<file path="config.mk">
export PLATFORM = sky130hd
export DESIGN_NAME = som_bmu_cell
export DESIGN_NICKNAME = d
export VERILOG_FILES = /design/src/rtl/som_bmu_pkg.sv /design/src/rtl/som_bmu_cell.sv
export SDC_FILE = /design/constraint.sdc
export NUM_CORES = 1
export LEC_CHECK = 0
export BUFFER_PORTS_ARGS = -buffer_cell sky130_fd_sc_hd__buf_4
export CORE_MARGIN = 2
export CORE_UTILIZATION = 55
export DETAILED_ROUTE_END_ITERATION = 10
export PLACE_DENSITY = 0.8
export SETUP_SLACK_MARGIN = 0.1
export SYNTH_ARGS = -nofsm -noshare
export SYNTH_HDL_FRONTEND = slang
export SYNTH_SLANG_ARGS = --single-unit
</file>
<file path="constraint.sdc">
create_clock -name clk_i -period 22 [get_ports clk_i]
set_input_delay 2.2 -clock clk_i [delete_from_list [all_inputs] [get_ports clk_i]]
set_output_delay 2.2 -clock clk_i [all_outputs]
set_load 0.1 [all_outputs]
</file>
<file path="src/rtl/som_bmu_pkg.sv">
package som_bmu_pkg;

  localparam int CompW   = 16;
  localparam int SqW     = 2 * CompW;
  localparam int DistW   = SqW + 1;
  localparam int PosW    = 4;
  localparam int LabelW  = 16;
  localparam int SizeW   = 7;
  localparam int CfgIdxW = 1;
  localparam int CfgDataW = 5;

  localparam logic [CfgIdxW-1:0]  CfgMapWidth  = 1'b0;
  localparam logic [CfgIdxW-1:0]  CfgMapHeight = 1'b1;
  localparam logic [CfgDataW-1:0] SizeReset    = 5'd16;

  localparam logic CmdLoad  = 1'b0;
  localparam logic CmdQuery = 1'b1;

  // one beat moving down the cell chain
  typedef struct packed {
    logic              vld;
    logic              query;
    logic              wr;
    logic [PosW-1:0]   pos_x;
    logic [PosW-1:0]   pos_y;
    logic [CompW-1:0]  comp_a;
    logic [CompW-1:0]  comp_b;
    logic [LabelW-1:0] label;
  } beat_t;

  // running best match that travels with a query beat
  typedef struct packed {
    logic              have;
    logic [DistW-1:0]  sq_dist;
    logic [PosW-1:0]   x;
    logic [PosW-1:0]   y;
    logic [LabelW-1:0] label;
  } best_t;

  // effective grid size shared by all cells
  typedef struct packed {
    logic [SizeW-1:0] w;
    logic [SizeW-1:0] h;
  } grid_t;

endpackage

</file>
<file path="src/rtl/som_bmu_cell.sv">
module som_bmu_cell #(
  parameter int XPos = 0,
  parameter int YPos = 0
) (
  input  logic               clk_i,
  input  logic               rst_ni,
  input  logic               en_i,
  input  som_bmu_pkg::grid_t grid_i,
  input  som_bmu_pkg::beat_t beat_i,
  input  som_bmu_pkg::best_t best_i,
  output som_bmu_pkg::beat_t beat_o,
  output som_bmu_pkg::best_t best_o
);
  import som_bmu_pkg::*;

  // only positions reachable by the 4-bit load fields can be written
  localparam bit              Loadable = (XPos < (1 << PosW)) && (YPos < (1 << PosW));
  localparam logic [PosW-1:0] XCode    = PosW'(XPos);
  localparam logic [PosW-1:0] YCode    = PosW'(YPos);
  localparam logic [SizeW-1:0] XSize   = SizeW'(XPos);
  localparam logic [SizeW-1:0] YSize   = SizeW'(YPos);

  logic [CompW-1:0]  nb_a_q, nb_b_q;
  logic [LabelW-1:0] nb_lbl_q;

  beat_t             beat_q, beat_o_q;
  best_t             best_q, best_o_q, best_d;
  logic [SqW-1:0]    sqa_d, sqb_d, sqa_q, sqb_q;
  logic [LabelW-1:0] lbl_q;
  logic [CompW-1:0]  da, db;
  logic [DistW-1:0]  dist_sum;
  logic              hit, in_grid, take;

  assign hit = beat_i.vld && beat_i.wr && Loadable &&
               (beat_i.pos_x == XCode) && (beat_i.pos_y == YCode);

  assign da    = (nb_a_q >= beat_i.comp_a) ? nb_a_q - beat_i.comp_a : beat_i.comp_a - nb_a_q;
  assign db    = (nb_b_q >= beat_i.comp_b) ? nb_b_q - beat_i.comp_b : beat_i.comp_b - nb_b_q;
  assign sqa_d = SqW'(da) * SqW'(da);
  assign sqb_d = SqW'(db) * SqW'(db);

  // neuron storage, written when its own load beat passes
  always_ff @(posedge clk_i or negedge rst_ni) begin
    if (!rst_ni) begin
      nb_a_q   <= '0;
      nb_b_q   <= '0;
      nb_lbl_q <= '0;
    end else if (en_i && hit) begin
      nb_a_q   <= beat_i.comp_a;
      nb_b_q   <= beat_i.comp_b;
      nb_lbl_q <= beat_i.label;
    end
  end

  // stage one: squared component differences
  always_ff @(posedge clk_i or negedge rst_ni) begin
    if (!rst_ni) begin
      beat_q <= '0;
    end else if (en_i) begin
      beat_q <= beat_i;
    end
  end

  always_ff @(posedge clk_i) begin
    if (en_i) begin
      best_q <= best_i;
      sqa_q  <= sqa_d;
      sqb_q  <= sqb_d;
      lbl_q  <= nb_lbl_q;
    end
  end

  // stage two: sum and running minimum, strict compare keeps the earlier tie
  assign dist_sum = DistW'(sqa_q) + DistW'(sqb_q);
  assign in_grid  = (XSize < grid_i.w) && (YSize < grid_i.h);
  assign take     = beat_q.vld && (beat_q.query == CmdQuery) && in_grid &&
                    (!best_q.have || (dist_sum < best_q.sq_dist));

  always_comb begin
    best_d = best_q;
    if (take) begin
      best_d.have    = 1'b1;
      best_d.sq_dist = dist_sum;
      best_d.x       = XCode;
      best_d.y       = YCode;
      best_d.label   = lbl_q;
    end
  end

  always_ff @(posedge clk_i or negedge rst_ni) begin
    if (!rst_ni) begin
      beat_o_q <= '0;
    end else if (en_i) begin
      beat_o_q <= beat_q;
    end
  end

  always_ff @(posedge clk_i) begin
    if (en_i) begin
      best_o_q <= best_d;
    end
  end

  assign beat_o = beat_o_q;
  assign best_o = best_o_q;

endmodule

</file>
=== After elaboration in Yosys (flattened, before gate mapping) ===
Cells that the tools add are included.

* Add/sub/neg operators: 5
* $mul: 2
* $lt $le $gt $ge: 5
* Mux-type cells: 3
* Reduce and logical (&&, ||, !) cells: 12

{| class="wikitable"
|+ Operators by type and width
! operator !! count
|-
| 16-bit by 16-bit multiplier with 32-bit output || 2
|-
| 16-bit subtractor || 4
|-
| 57-bit two-way mux || 1
|-
| 32-bit by 32-bit adder with 33-bit output || 1
|-
| 33-bit < comparator || 1
|-
| 16-bit greater-or-equal comparator || 2
|-
| 16-bit two-way mux || 2
|-
| 1-bit by 7-bit < comparator with 1-bit output (first input constant) || 2
|-
| 1-bit logical AND || 8
|-
| 4-bit logical NOT || 2
|-
| 1-bit logical NOT || 1
|-
| 1-bit logical OR || 1
|}

* Bits in registers: 362
* Bits of input ports: 134
* Output and inout port bits: 117
* Logic and storage cells: 59

=== Longest topological paths before layout ===
Gate-level depths: netlist of run 1.

* Depth after elaboration: 5
* Mapped depth: 39

=== Least setup slack after synthesis of run 1 ===
Ideal clock, no wire load.

* Path kind: input -> register
* Start point: in beat_i[19] in the netlist's numbering
* End point: reg sqb_q[28], data pin
* Setup time: 0.259 ns
* Arrival time: 10.108 ns
* Data required time: 21.741 ns
* Setup slack: 11.633 ns
* Stages: 35
* Cell sequence: inv_1 ha_1 buf_2 a2111oi_2 o21ai_1 a31o_2 o21a_4 mux2i_4 a21o_2 xnor2_4 clkinv_1 nand2_1 inv_1 fa_1 inv_1 fa_1 inv_1 fa_1 inv_1 fa_1 inv_1 fa_1 inv_1 fa_1 inv_1 ha_1 a21o_1 a21o_1 a21o_1 a2111o_1 a2111oi_2 o21ai_1 a31o_1 a21oi_1 xnor2_1

* Cells in the longest elaborated chain, start to end: 3
* Elaborated cells on any way between the ends: 5
* Those cells by class: add/sub: 2; mul: 1; order compare: 1; mux: 1

{| class="wikitable"
|+ RTL lines
! what !! line !! RTL
|-
| from (decl) || som_bmu_cell.sv:9 || <nowiki>input som_bmu_pkg::beat_t beat_i,</nowiki>
|-
| 16-bit subtractor or 16-bit greater-or-equal comparator (tied branches) || som_bmu_cell.sv:38 || <nowiki>assign db = (nb_b_q >= beat_i.comp_b) ? nb_b_q - beat_i.comp_b : beat_i.comp_b - nb_b_q;</nowiki>
|-
| 16-bit two-way mux (*) || som_bmu_cell.sv:38 ||
|-
| 16-bit by 16-bit multiplier with 32-bit output (*) || som_bmu_cell.sv:40 || <nowiki>assign sqb_d = SqW'(db) * SqW'(db);</nowiki>
|-
| via sqb_d[28] || som_bmu_cell.sv:28 || <nowiki>logic [SqW-1:0] sqa_d, sqb_d, sqa_q, sqb_q;</nowiki>
|-
| to (signal assigned) || som_bmu_cell.sv:68 || <nowiki>sqb_q <= sqb_d;</nowiki>
|-
| to (decl) || som_bmu_cell.sv:28 ||
|}

Mark *: on every way through the listed nets, which the timed path passes. The rest lies on a longest branch.
A chain may end at the register's enable or synchronous reset.

=== Worst setup path in the final report of run 1 ===
* Start point: in beat_i[35] in the netlist's numbering
* End point: reg sqa_q[31], data pin

* Cells in the longest elaborated chain, start to end: 3
* Elaborated cells on any way between the ends: 5
* Those cells by class: add/sub: 2; mul: 1; order compare: 1; mux: 1

{| class="wikitable"
|+ RTL lines
! what !! line !! RTL
|-
| 16-bit subtractor or 16-bit greater-or-equal comparator (tied branches) || som_bmu_cell.sv:37 || <nowiki>assign da = (nb_a_q >= beat_i.comp_a) ? nb_a_q - beat_i.comp_a : beat_i.comp_a - nb_a_q;</nowiki>
|-
| 16-bit two-way mux (*) || som_bmu_cell.sv:37 ||
|-
| 16-bit by 16-bit multiplier with 32-bit output (*) || som_bmu_cell.sv:39 || <nowiki>assign sqa_d = SqW'(da) * SqW'(da);</nowiki>
|-
| via sqa_d[31] || som_bmu_cell.sv:28 ||
|-
| to (signal assigned) || som_bmu_cell.sv:67 || <nowiki>sqa_q <= sqa_d;</nowiki>
|-
| to (decl) || som_bmu_cell.sv:28 ||
|}

Marked as above.

==> impl_metrics.csv, run 1 <==
group,metric,value,unit
synth,synth.area.mux_share,0.0682,
cts,cts_htree_levels,2,
synth,synth_area_leaders,"fa_1, edfxtp_1, dfrtp_1",
worst_setup_path,worstReg2RegEnd,"sqa_q[31]",
sta,finClkSkew,0.0220,ns
floorplan,die_h,245,µm
synth,synth_seq_area_share,0.312,
worst_setup_path,reg2reg_depth,31,
worst_hold_path,holdPathEnd,"lbl_q[15]",
routing,drt_wl_total,71800,µm
routing,drcViolationCount,0,
floorplan,dieArea,60100,µm²
synth,synth_edf_count,194,
synth,netlist_instances,3028,
worst_hold_path,min_path_type,"reg -> reg",
worst_setup_path,r2r_slack,12.41,ns
synth,synthFlopType,"edfxtp_1",
synth,ys_types,86,
cts,clockRootBuffer,"clkbuf_16",
sta,clock.fmax,92.0,MHz
grt,grt_max_degree,177,
worst_setup_path,critPathKind,"in -> reg",
place,gp_congestion,0.915,
floorplan,design.portCount,251,
status,status,"completed",
sta,period_share,0.494,
finish,area_growth,12.3,%
synth,async_flop_share,0.461,
place,dpl.hpwl,56300,µm
synth,synth.net_count,3812,
sta,fin_tns_setup,0,ns
worst_setup_path,cp.arrival,11.18,ns
routing,drt-initial-drc-count,1557,
synth,avgSynthCellArea,10.6,µm²
synth,yosys_warnings,0,
worst_setup_path,cp_slowest_cell,"xor2_1",
sta,final-setup-viol-count,0,
routing,first_pass_iters,6,
cts,clk_latency,0.58,ns
routing,avgViaCountPerCell,5.47,
synth,yosys.area_share.simple,0.0816,
sta,slew_headroom,0.286,
sta,rsz0062_at_grt,"no",
worst_setup_path,cp_common_cell,"fa_1",
routing,vias,22165,
worst_setup_path,r2r-start,"nb_a_q[0]",
routing,antenna_left,0,
cts,clockBufferDepth,3,
cts,clk_pin_slew_worst_paths,0.06,ns
cts,cts_made_buffers,42,
synth,ys_ff_latch,360,
synth,syn-cell-area,32000,µm²
flow_run,drv_cap,0,
finish,antenna_cells,0,
synth,synth-xor-area-share,0.0360,
cts,clock-sinks,360,
cts,postCtsSetupRepairBufs,0,
worst_setup_path,worstPathRequired,22.31,ns
sta,final-hold-violation-count,0,
grt,overflow,0,
cts,ctsHoldBuffers,0,
synth,yosys.area.top_type,"fa_1",
synth,synth_compound_area_frac,0.0903,
finish,drive_gt1_frac,0.174,
place,port-buffer-count,250,
grt,grt_pass1_vias,22499,
routing,wl_per_cell,17.7,µm
floorplan,initial_utilization,0.556,
cts,cts_tree,"built",
worst_setup_path,critPathMaxFanout,22,
synth,synth_top_area_frac,0.205,
sta,final_max_slew_viol_count,0,
finish,layout.nets,4038,
synth,synth_top_family_by_area,"adder cells",
floorplan,row_count,88,
sta,period_minus_slack,10.87,ns
sta,worst_pin_slew,1.06,ns
cts,postCtsResizedCells,0,
grt,grt_use_total,0.243,
floorplan,die_x,245,µm
grt,antenna_found_initial,0,
grt,grt_pass1_wl,117000,µm
worst_hold_path,worstHoldStart,"nb_lbl_q[15]",
worst_setup_path,start_kind,"input port",
synth,synthAdderAreaFrac,0.331,
worst_setup_path,cpPeakStageDelay,0.80,ns
worst_hold_path,holdPathStages,0,
floorplan,coreArea,57600,µm²
worst_setup_path,critPathCaptureType,"register",
==> cell families (layout without fill, tap and decap cells) <==
family,after synthesis,count (layout)
mux,194,194
buf+inv,672,929
fa+ha+maj,650,650
simple gates,585,585
flops,360,360
compound gates,448,448
xor+xnor,119,119
==> cell type report <==
cell class | count | area (µm²)
inverters | 588 | 2210
flip-flops and latches | 360 | 9980
multi-input cells | 1996 | 19400
clock buffers | 54 | 1130
clock inverters | 21 | 215
fillers | 4548 | 21600
repair buffers | 266 | 2020
well taps | 765 | 957
==> registers in the layout, indices dropped and copies added (netlist names) <==
name and cells:
beat_o 59, beat_q 59, best_o 58, best_q 58
lbl_q 16, nb_a_q 16, nb_b_q 16, nb_lbl_q 16
sqa_q 31, sqb_q 31
==> stage by stage <==
step           hold slack [ns]  instances   util  worst slack (ns)  area (µm²)
2_1_floorplan            0.419       3028      -             11.63       32000
3_3_place_gp             0.423       3975  0.601             10.88       34600
3_5_place_dp             0.431       3975  0.601             10.62       34600
4_1_cts                  0.446       4050  0.624             11.20       35900
5_1_grt                  0.464       4050  0.624             10.56       35900
6_report                 0.446       4050  0.624             11.13       35900
==> per-layer routing <==
layer | part of all wire | GRT usage
met5 | 0 | 0
met4 | 0.024 | 0.0647
met3 | 0.077 | 0.0437
met2 | 0.46 | 0.391
met1 | 0.44 | 0.340
==> worst max-delay path, delay by kind of cell <==
family                   cells  cell delay (ns)
AND/OR/NAND/NOR              4             1.14
multiplexers                 1             0.34
XOR/XNOR                     2             0.95
adder cells (fa/ha/maj)      8             3.68
AO/OA/AOI/OAI                9             2.14
buffers and inverters        6             0.69
==> cells in the final DEF, fill, tap and decap left out, types with 14 or more instances in the layout <==
master,instances
nor3_1,21
buf_4,263
o21ai_0,105
nor2b_1,14
nor2_1,190
a21o_1,59
a211oi_1,19
a21oi_1,132
edfxtp_1,194
fa_1,328
nand2_1,218
inv_1,575
xnor2_1,71
o21bai_1,18
clkbuf_16,42
mux2_2,182
nand4_1,22
dfrtp_1,166
o21a_1,18
and2_1,15
ha_1,322
nand3_1,29
xor2_1,37
nand2b_1,30
==> Yosys cell counts, drive strengths merged, types with 3 or more instances <==
cell type  count
or2            9
o211ai         9
fa           328
a21boi         5
o21a          19
and3           5
nor2b         14
a31oi         10
a211o          6
buf           35
o22ai          3
xor2          39
a211oi        20
a31o           9
o21bai        18
and2          15
nand2        223
nand2b        30
a21o          60
mux2         182
nand3         30
inv          586
a311oi         4
nor4           3
clkbuf        49
dfrtp        166
mux2i         12
o2111ai        4
and4           7
o31ai          7
nand3b         3
a2111oi        4
or3            5
ha           322
o31a           4
edfxtp       194
a221oi         3
nand4         22
a21oi        132
nor2         192
o21ai        112
nor3          21
xnor2         80
==> how the worst max path moves through the flow <==
stage | start | end | slack [ns]
after floorplan | beat_i[19] | sqb_q[28] | 11.63
after global placement | beat_i[27] | sqb_q[28] | 10.88
after detailed placement | beat_i[16] | sqb_q[30] | 10.62
after CTS | beat_i[16] | sqb_q[30] | 11.20
after global routing | beat_i[16] | sqb_q[30] | 10.56
final | beat_i[35] | sqa_q[31] | 11.13
Power of run 1 is left out: the tool's default activity adds up to more than one toggle a clock period on the data nets, which glitch-free logic cannot reach.
==> inputs of run 2 (changes only) <==
==> constraint.sdc (replaced) <==
create_clock -name clk_i -period 11.1 [get_ports clk_i]
set_input_delay 1.11 -clock clk_i [delete_from_list [all_inputs] [get_ports clk_i]]
set_output_delay 1.11 -clock clk_i [all_outputs]
set_load 0.1 [all_outputs]
==> run 2 against run 1 <==
  * Critical path depth is 5 higher
  * First-iteration DRC count is 10% lower
  * Core utilization is 0.14 points higher
  * Wire length is 1.5% higher
  * Via count is 0.42% lower
  * Cell count is 0.22% higher
  * Worst hold slack worse by 0.0055 ns
  * Die area stayed put
  * Clock-buffer cell count is 5 lower
  * Critical endpoint is now sqb_q[28]
  * Largest cell class unchanged
==> impl_metrics.csv, run 2 (same netlist as run 1, synthesis figures left out) <==
group,metric,value,unit
routing,wl_per_cell,18.0,µm
cts,clk_pin_slew_worst_paths,0.06,ns
sta,period_share,0.891,
worst_setup_path,cp_common_cell,"inv_1",
grt,grt_pass1_wl,119000,µm
cts,postCtsSetupRepairBufs,0,
worst_setup_path,critPathCaptureType,"register",
floorplan,design.portCount,251,
routing,drcViolationCount,0,
finish,multi_input_area,19400,µm²
cts,cts_htree_levels,2,
finish,area_growth,12.6,%
routing,avgViaCountPerCell,5.44,
sta,rsz0062_at_grt,"no",
floorplan,die_x,245,µm
place,dpl.hpwl,57600,µm
place,port-buffer-count,250,
routing,antenna_left,0,
finish,drive_gt1_frac,0.177,
sta,final-hold-violation-count,0,
grt,grt_max_degree,176,
grt,grt_use_total,0.247,
cts,clockRootBuffer,"clkbuf_16",
flow_run,drv_cap,0,
cts,cts_tree,"built",
sta,fin_tns_setup,0,ns
sta,clock.fmax,101,MHz
finish,stdcell_area,36000,µm²
sta,final-setup-viol-count,0,
status,status,"completed",
sta,period_minus_slack,9.89,ns
floorplan,row_count,88,
sta,final_max_slew_viol_count,0,
finish,final_cell_mix,"inv_1, fa_1, ha_1",
cts,cts_made_buffers,40,
floorplan,die_h,245,µm
worst_setup_path,cp_slowest_cell,"ha_1",
finish,layout.nets,4046,
worst_setup_path,critPathMaxFanout,15,
finish,n_fill_cell,4557,
grt,overflow,0,
sta,finClkSkew,0.0294,ns
grt,grt_pass1_vias,23050,
cts,postCtsResizedCells,0,
worst_setup_path,worstPathRequired,11.41,ns
place,placed_cell_area,34700,µm²
routing,first_pass_iters,7,
cts,clk_latency,0.58,ns
floorplan,dieArea,60100,µm²
floorplan,initial_utilization,0.556,
sta,slew_headroom,0.341,
worst_hold_path,min_path_type,"reg -> reg",
routing,drt_wl_total,73000,µm
place,gp_congestion,0.929,
cts,clock-sinks,360,
grt,antenna_found_initial,1,
sta,worst_pin_slew,0.988,ns
worst_setup_path,critPathKind,"in -> reg",
routing,drt-initial-drc-count,1400,
cts,ctsHoldBuffers,0,
place,dp.cells,3985,
worst_setup_path,start_kind,"input port",
worst_setup_path,cp.arrival,10.20,ns
finish,finalNonFillerCells,4059,
finish,antenna_cells,0,
worst_setup_path,cpPeakStageDelay,0.55,ns
routing,vias,22072,
finish,final_common_cell,"inv_1",
floorplan,coreArea,57600,µm²
cts,clockBufferDepth,3,
finish,regArea,9980,µm²
## run 2: cell count changes in the layout (fill, tap and decap cells not counted), moves of 3 or more
cell / before / now
clkinvlp_4: 1 / 5
inv_6: 1 / 5
clkbuf_1: 9 / 6
buf_4: 263 / 273
clkinv_2: 5 / 1
## run 2: final timing paths
check / cells past startpoint / slack [ns] / startpoint / endpoint
max: 35 / 1.21 / beat_i[16] / sqb_q[28]
min: 0 / 0.44 / nb_lbl_q[10] / lbl_q[10]
max reg2reg: 33 / 1.50 / nb_b_q[0] / sqb_q[28]
min reg2reg: 0 / 0.44 / nb_lbl_q[10] / lbl_q[10]
max in group asynchronous: 2 / 9.07 / rst_ni / beat_o[33]
min in group asynchronous: 1 / 0.63 / rst_ni / beat_o[6]
## run 2: layout make-up
| class | instances | share of cell area |
|---|---|---|
| Multi-Input combinational cell | 1996 | 0.539 |
| Sequential cell | 360 | 0.277 |
| Inverter | 588 | 0.0613 |
| Timing Repair Buffer | 276 | 0.0582 |
| Clock buffer | 49 | 0.0296 |
| Tap cell | 765 | 0.0266 |
| Clock inverter | 25 | 0.00806 |
## run 2: critical path: cells and delay by family
family	cells	cell delay (ns)
muxes	1	0.22
and+or+nand+nor	1	0.22
AOI/OAI and AO/OA	13	3.51
adders and majority gates	8	3.91
buffers and inverters	10	0.88
xor gates and xnor gates	2	0.34
## run 2: metrics by stage
step / utilization / hold slack (ns) / worst slack, ns
after floorplan: - / 0.419 / 1.82
after global placement: 0.602 / 0.421 / 1.12
after detailed placement: 0.602 / 0.428 / 0.799
after CTS: 0.626 / 0.443 / 1.37
after global routing: 0.626 / 0.456 / 0.776
final: 0.626 / 0.440 / 1.21
## run 2: metal layers
layer,vias up,share of wire,track usage
li1,10414,-,-
met1,10787,0.43,0.336
met2,769,0.48,0.411
met3,102,0.074,0.0485
met4,0,0.018,0.0560
met5,-,0,0
Power of run 2 is left out for the same reason.
==> inputs of run 3 (changes only) <==
--- a/config.mk
+++ b/config.mk
@@ -5,6 +5,7 @@
 export SDC_FILE = /design/constraint.sdc
 export NUM_CORES = 1
 export LEC_CHECK = 0
+export ABC_AREA = 1
 export BUFFER_PORTS_ARGS = -buffer_cell sky130_fd_sc_hd__buf_4
 export CORE_MARGIN = 2
 export CORE_UTILIZATION = 55
==> run 3 against run 2 <==
  * First-iteration DRC count grew 21%
  * Largest cell class unchanged
  * Critical endpoint is now sqa_q[31]
  * Core utilization shrank 0.59 points
  * Cell count grew 23%
  * Worst setup slack gained 1.1 ns
  * Non-clock buffer count shrank 18
==> impl_metrics.csv, run 3 <==
group,metric,value,unit
routing,drcViolationCount,0,
worst_setup_path,start_kind,"input port",
synth,synth_edf_count,194,
worst_setup_path,worstPathRequired,11.42,ns
worst_setup_path,reg2reg_depth,33,
finish,drive_gt1_frac,0.100,
worst_setup_path,worstReg2RegEnd,"sqa_q[31]",
worst_setup_path,cpPeakStageDelay,0.62,ns
sta,period_minus_slack,8.76,ns
routing,drt-initial-drc-count,1700,
finish,postLayoutCoreUtil,0.620,
routing,first_pass_iters,6,
routing,wl_met2,38500,µm
sta,finalHoldWorstSlack,0.445,ns
worst_setup_path,critPathMaxFanout,13,
flow_run,drv_cap,0,
floorplan,initial_utilization,0.558,
cts,postCtsResizedCells,0,
finish,area_growth,11.0,%
cts,clockRootBuffer,"clkbuf_16",
routing,met1_length,35200,µm
finish,final_common_cell,"nand2_1",
worst_setup_path,startpoint,"beat_i[32]",
grt,grt_pass1_vias,26851,
routing,drt_wl_total,81500,µm
synth,synthFlopType,"edfxtp_1",
cts,ctsHoldBuffers,0,
grt,grt_pass1_wl,135000,µm
worst_hold_path,holdPathStages,0,
grt,grt_max_degree,97,
place,port-buffer-count,250,
sta,period_share,0.790,
sta,final-hold-violation-count,0,
cts,cts_tree,"built",
place,dpl.hpwl,65100,µm
synth,ys_ff_latch,360,
sta,slew_headroom,0.306,
synth,avgSynthCellArea,8.48,µm²
synth,yosys.area.top_type,"fa_1",
sta,fin_ws,2.34,ns
worst_setup_path,r2r-start,"nb_a_q[0]",
cts,clockBufferDepth,3,
sta,fin_tns_setup,0,ns
floorplan,row_count,90,
finish,layout.nets,4984,
routing,avgViaCountPerCell,5.29,
synth,ys_types,51,
routing,routed.top_layer,"met4",
floorplan,coreArea,60600,µm²
routing,wl_per_cell,16.3,µm
place,preCtsSetupSlack,1.94,ns
synth,synth_top_area_frac,0.194,
synth,async_flop_share,0.461,
synth,synth_commonest_cells,"nand2_1, inv_1, fa_1, ha_1, nor2_1",
cts,postCtsSetupRepairBufs,0,
sta,clock.fmax,114,MHz
cts,cts_made_buffers,39,
synth,yosys_warnings,0,
grt,antenna_found_initial,0,
synth,syn-cell-area,33800,µm²
worst_setup_path,critPathKind,"in -> reg",
finish,antenna_cells,0,
synth,synth_seq_area_share,0.295,
grt,grt_use_total,0.264,
status,status,"completed",
synth,netlist_instances,3985,
finish,final_cell_mix,"nand2_1, inv_1, fa_1",
cts,clk_latency,0.58,ns
worst_setup_path,crit_path_end,"sqa_q[31]",
sta,rsz0062_at_grt,"no",
sta,worst_pin_slew,1.04,ns
worst_setup_path,cp.arrival,9.08,ns
sta,final_max_slew_viol_count,0,
synth,synth_area_leaders,"fa_1, edfxtp_1, dfrtp_1",
place,gp_congestion,0.966,
worst_setup_path,critPathCaptureType,"register",
routing,met3_length,5530,µm
floorplan,die_x,252,µm
synth,synth.most_common_cell,"nand2_1",
sta,finClkSkew,0.0221,ns
cts,clk_pin_slew_worst_paths,0.06,ns
worst_setup_path,cp_slowest_cell,"a21oi_2",
routing,vias,26484,
worst_setup_path,r2r_slack,2.53,ns
worst_setup_path,path_delay_family,"adder cells",
floorplan,design.portCount,251,
routing,antenna_left,0,
floorplan,dieArea,63500,µm²
synth,synth.net_count,4769,
floorplan,die_h,252,µm
grt,overflow,0,
worst_setup_path,cp_num_buf_inv,8,
cts,cts_htree_levels,2,
worst_hold_path,min_path_type,"reg -> reg",
cts,clock-sinks,360,
sta,final-setup-viol-count,0,
worst_setup_path,path_depth,33,
==> run 3: cell count changes after synthesis, sizes merged, moves of 19 or more <==
cell,delta
nand2b,-30
nand2,+767
a21o,-48
nor2,+114
a21oi,+29
nand3,+105
xnor2,-51
inv,+232
a211oi,-19
o21ai,+113
mux2,-182
xor2,+54
==> run 3: cell type report <==
cell class	instances	area (µm²)
clock buffer	45	1020
clock inverter	20	190
fill	5133	23000
inverter	818	3070
multi-input combinational	2723	20400
sequential	360	9980
tap	782	978
timing repair buffer	258	1950
==> run 3: cell families (layout without fill, tap and decap cells) <==
group,after synthesis,count (layout),share of synthesized area
flops,360,360,0.295
buf+inv,902,1141,0.104
fa+ha+maj,650,650,0.313
compound gates,457,457,0.0750
simple gates,1494,1494,0.180
xor+xnor,122,122,0.0322
==> run 3: worst min path at each step <==
stage	from	end	slack, ns
after CTS	nb_lbl_q[8]	lbl_q[8]	0.45
after floorplan	nb_lbl_q[0]	lbl_q[0]	0.43
after detailed placement	nb_lbl_q[8]	lbl_q[8]	0.43
after global routing	nb_lbl_q[0]	lbl_q[0]	0.47
final	nb_lbl_q[8]	lbl_q[8]	0.45
after global placement	nb_lbl_q[0]	lbl_q[0]	0.43
==> run 3: per-stage QoR <==
step	cell area, µm²	cells
global route	37500	5006
floorplan	33800	3985
CTS	37500	5006
finish	37500	5006
global placement	36300	4941
detailed placement	36300	4941
==> run 3: worst reg2reg max path, delay by kind of cell (launching register included) <==
kind	cells	cell delay [ns]
fa+ha+maj	9	3.90
simple gates	14	2.44
compound gates	2	0.81
buf+inv	8	0.79
flops	1	0.39
==> run 3: routing by layer <==
layer	vias up	GRT usage
met3	144	0.0419
met5	-	0
li1	12798	-
met2	869	0.442
met4	0	0.0764
met1	12673	0.355
Power of run 3 is left out for the same reason.
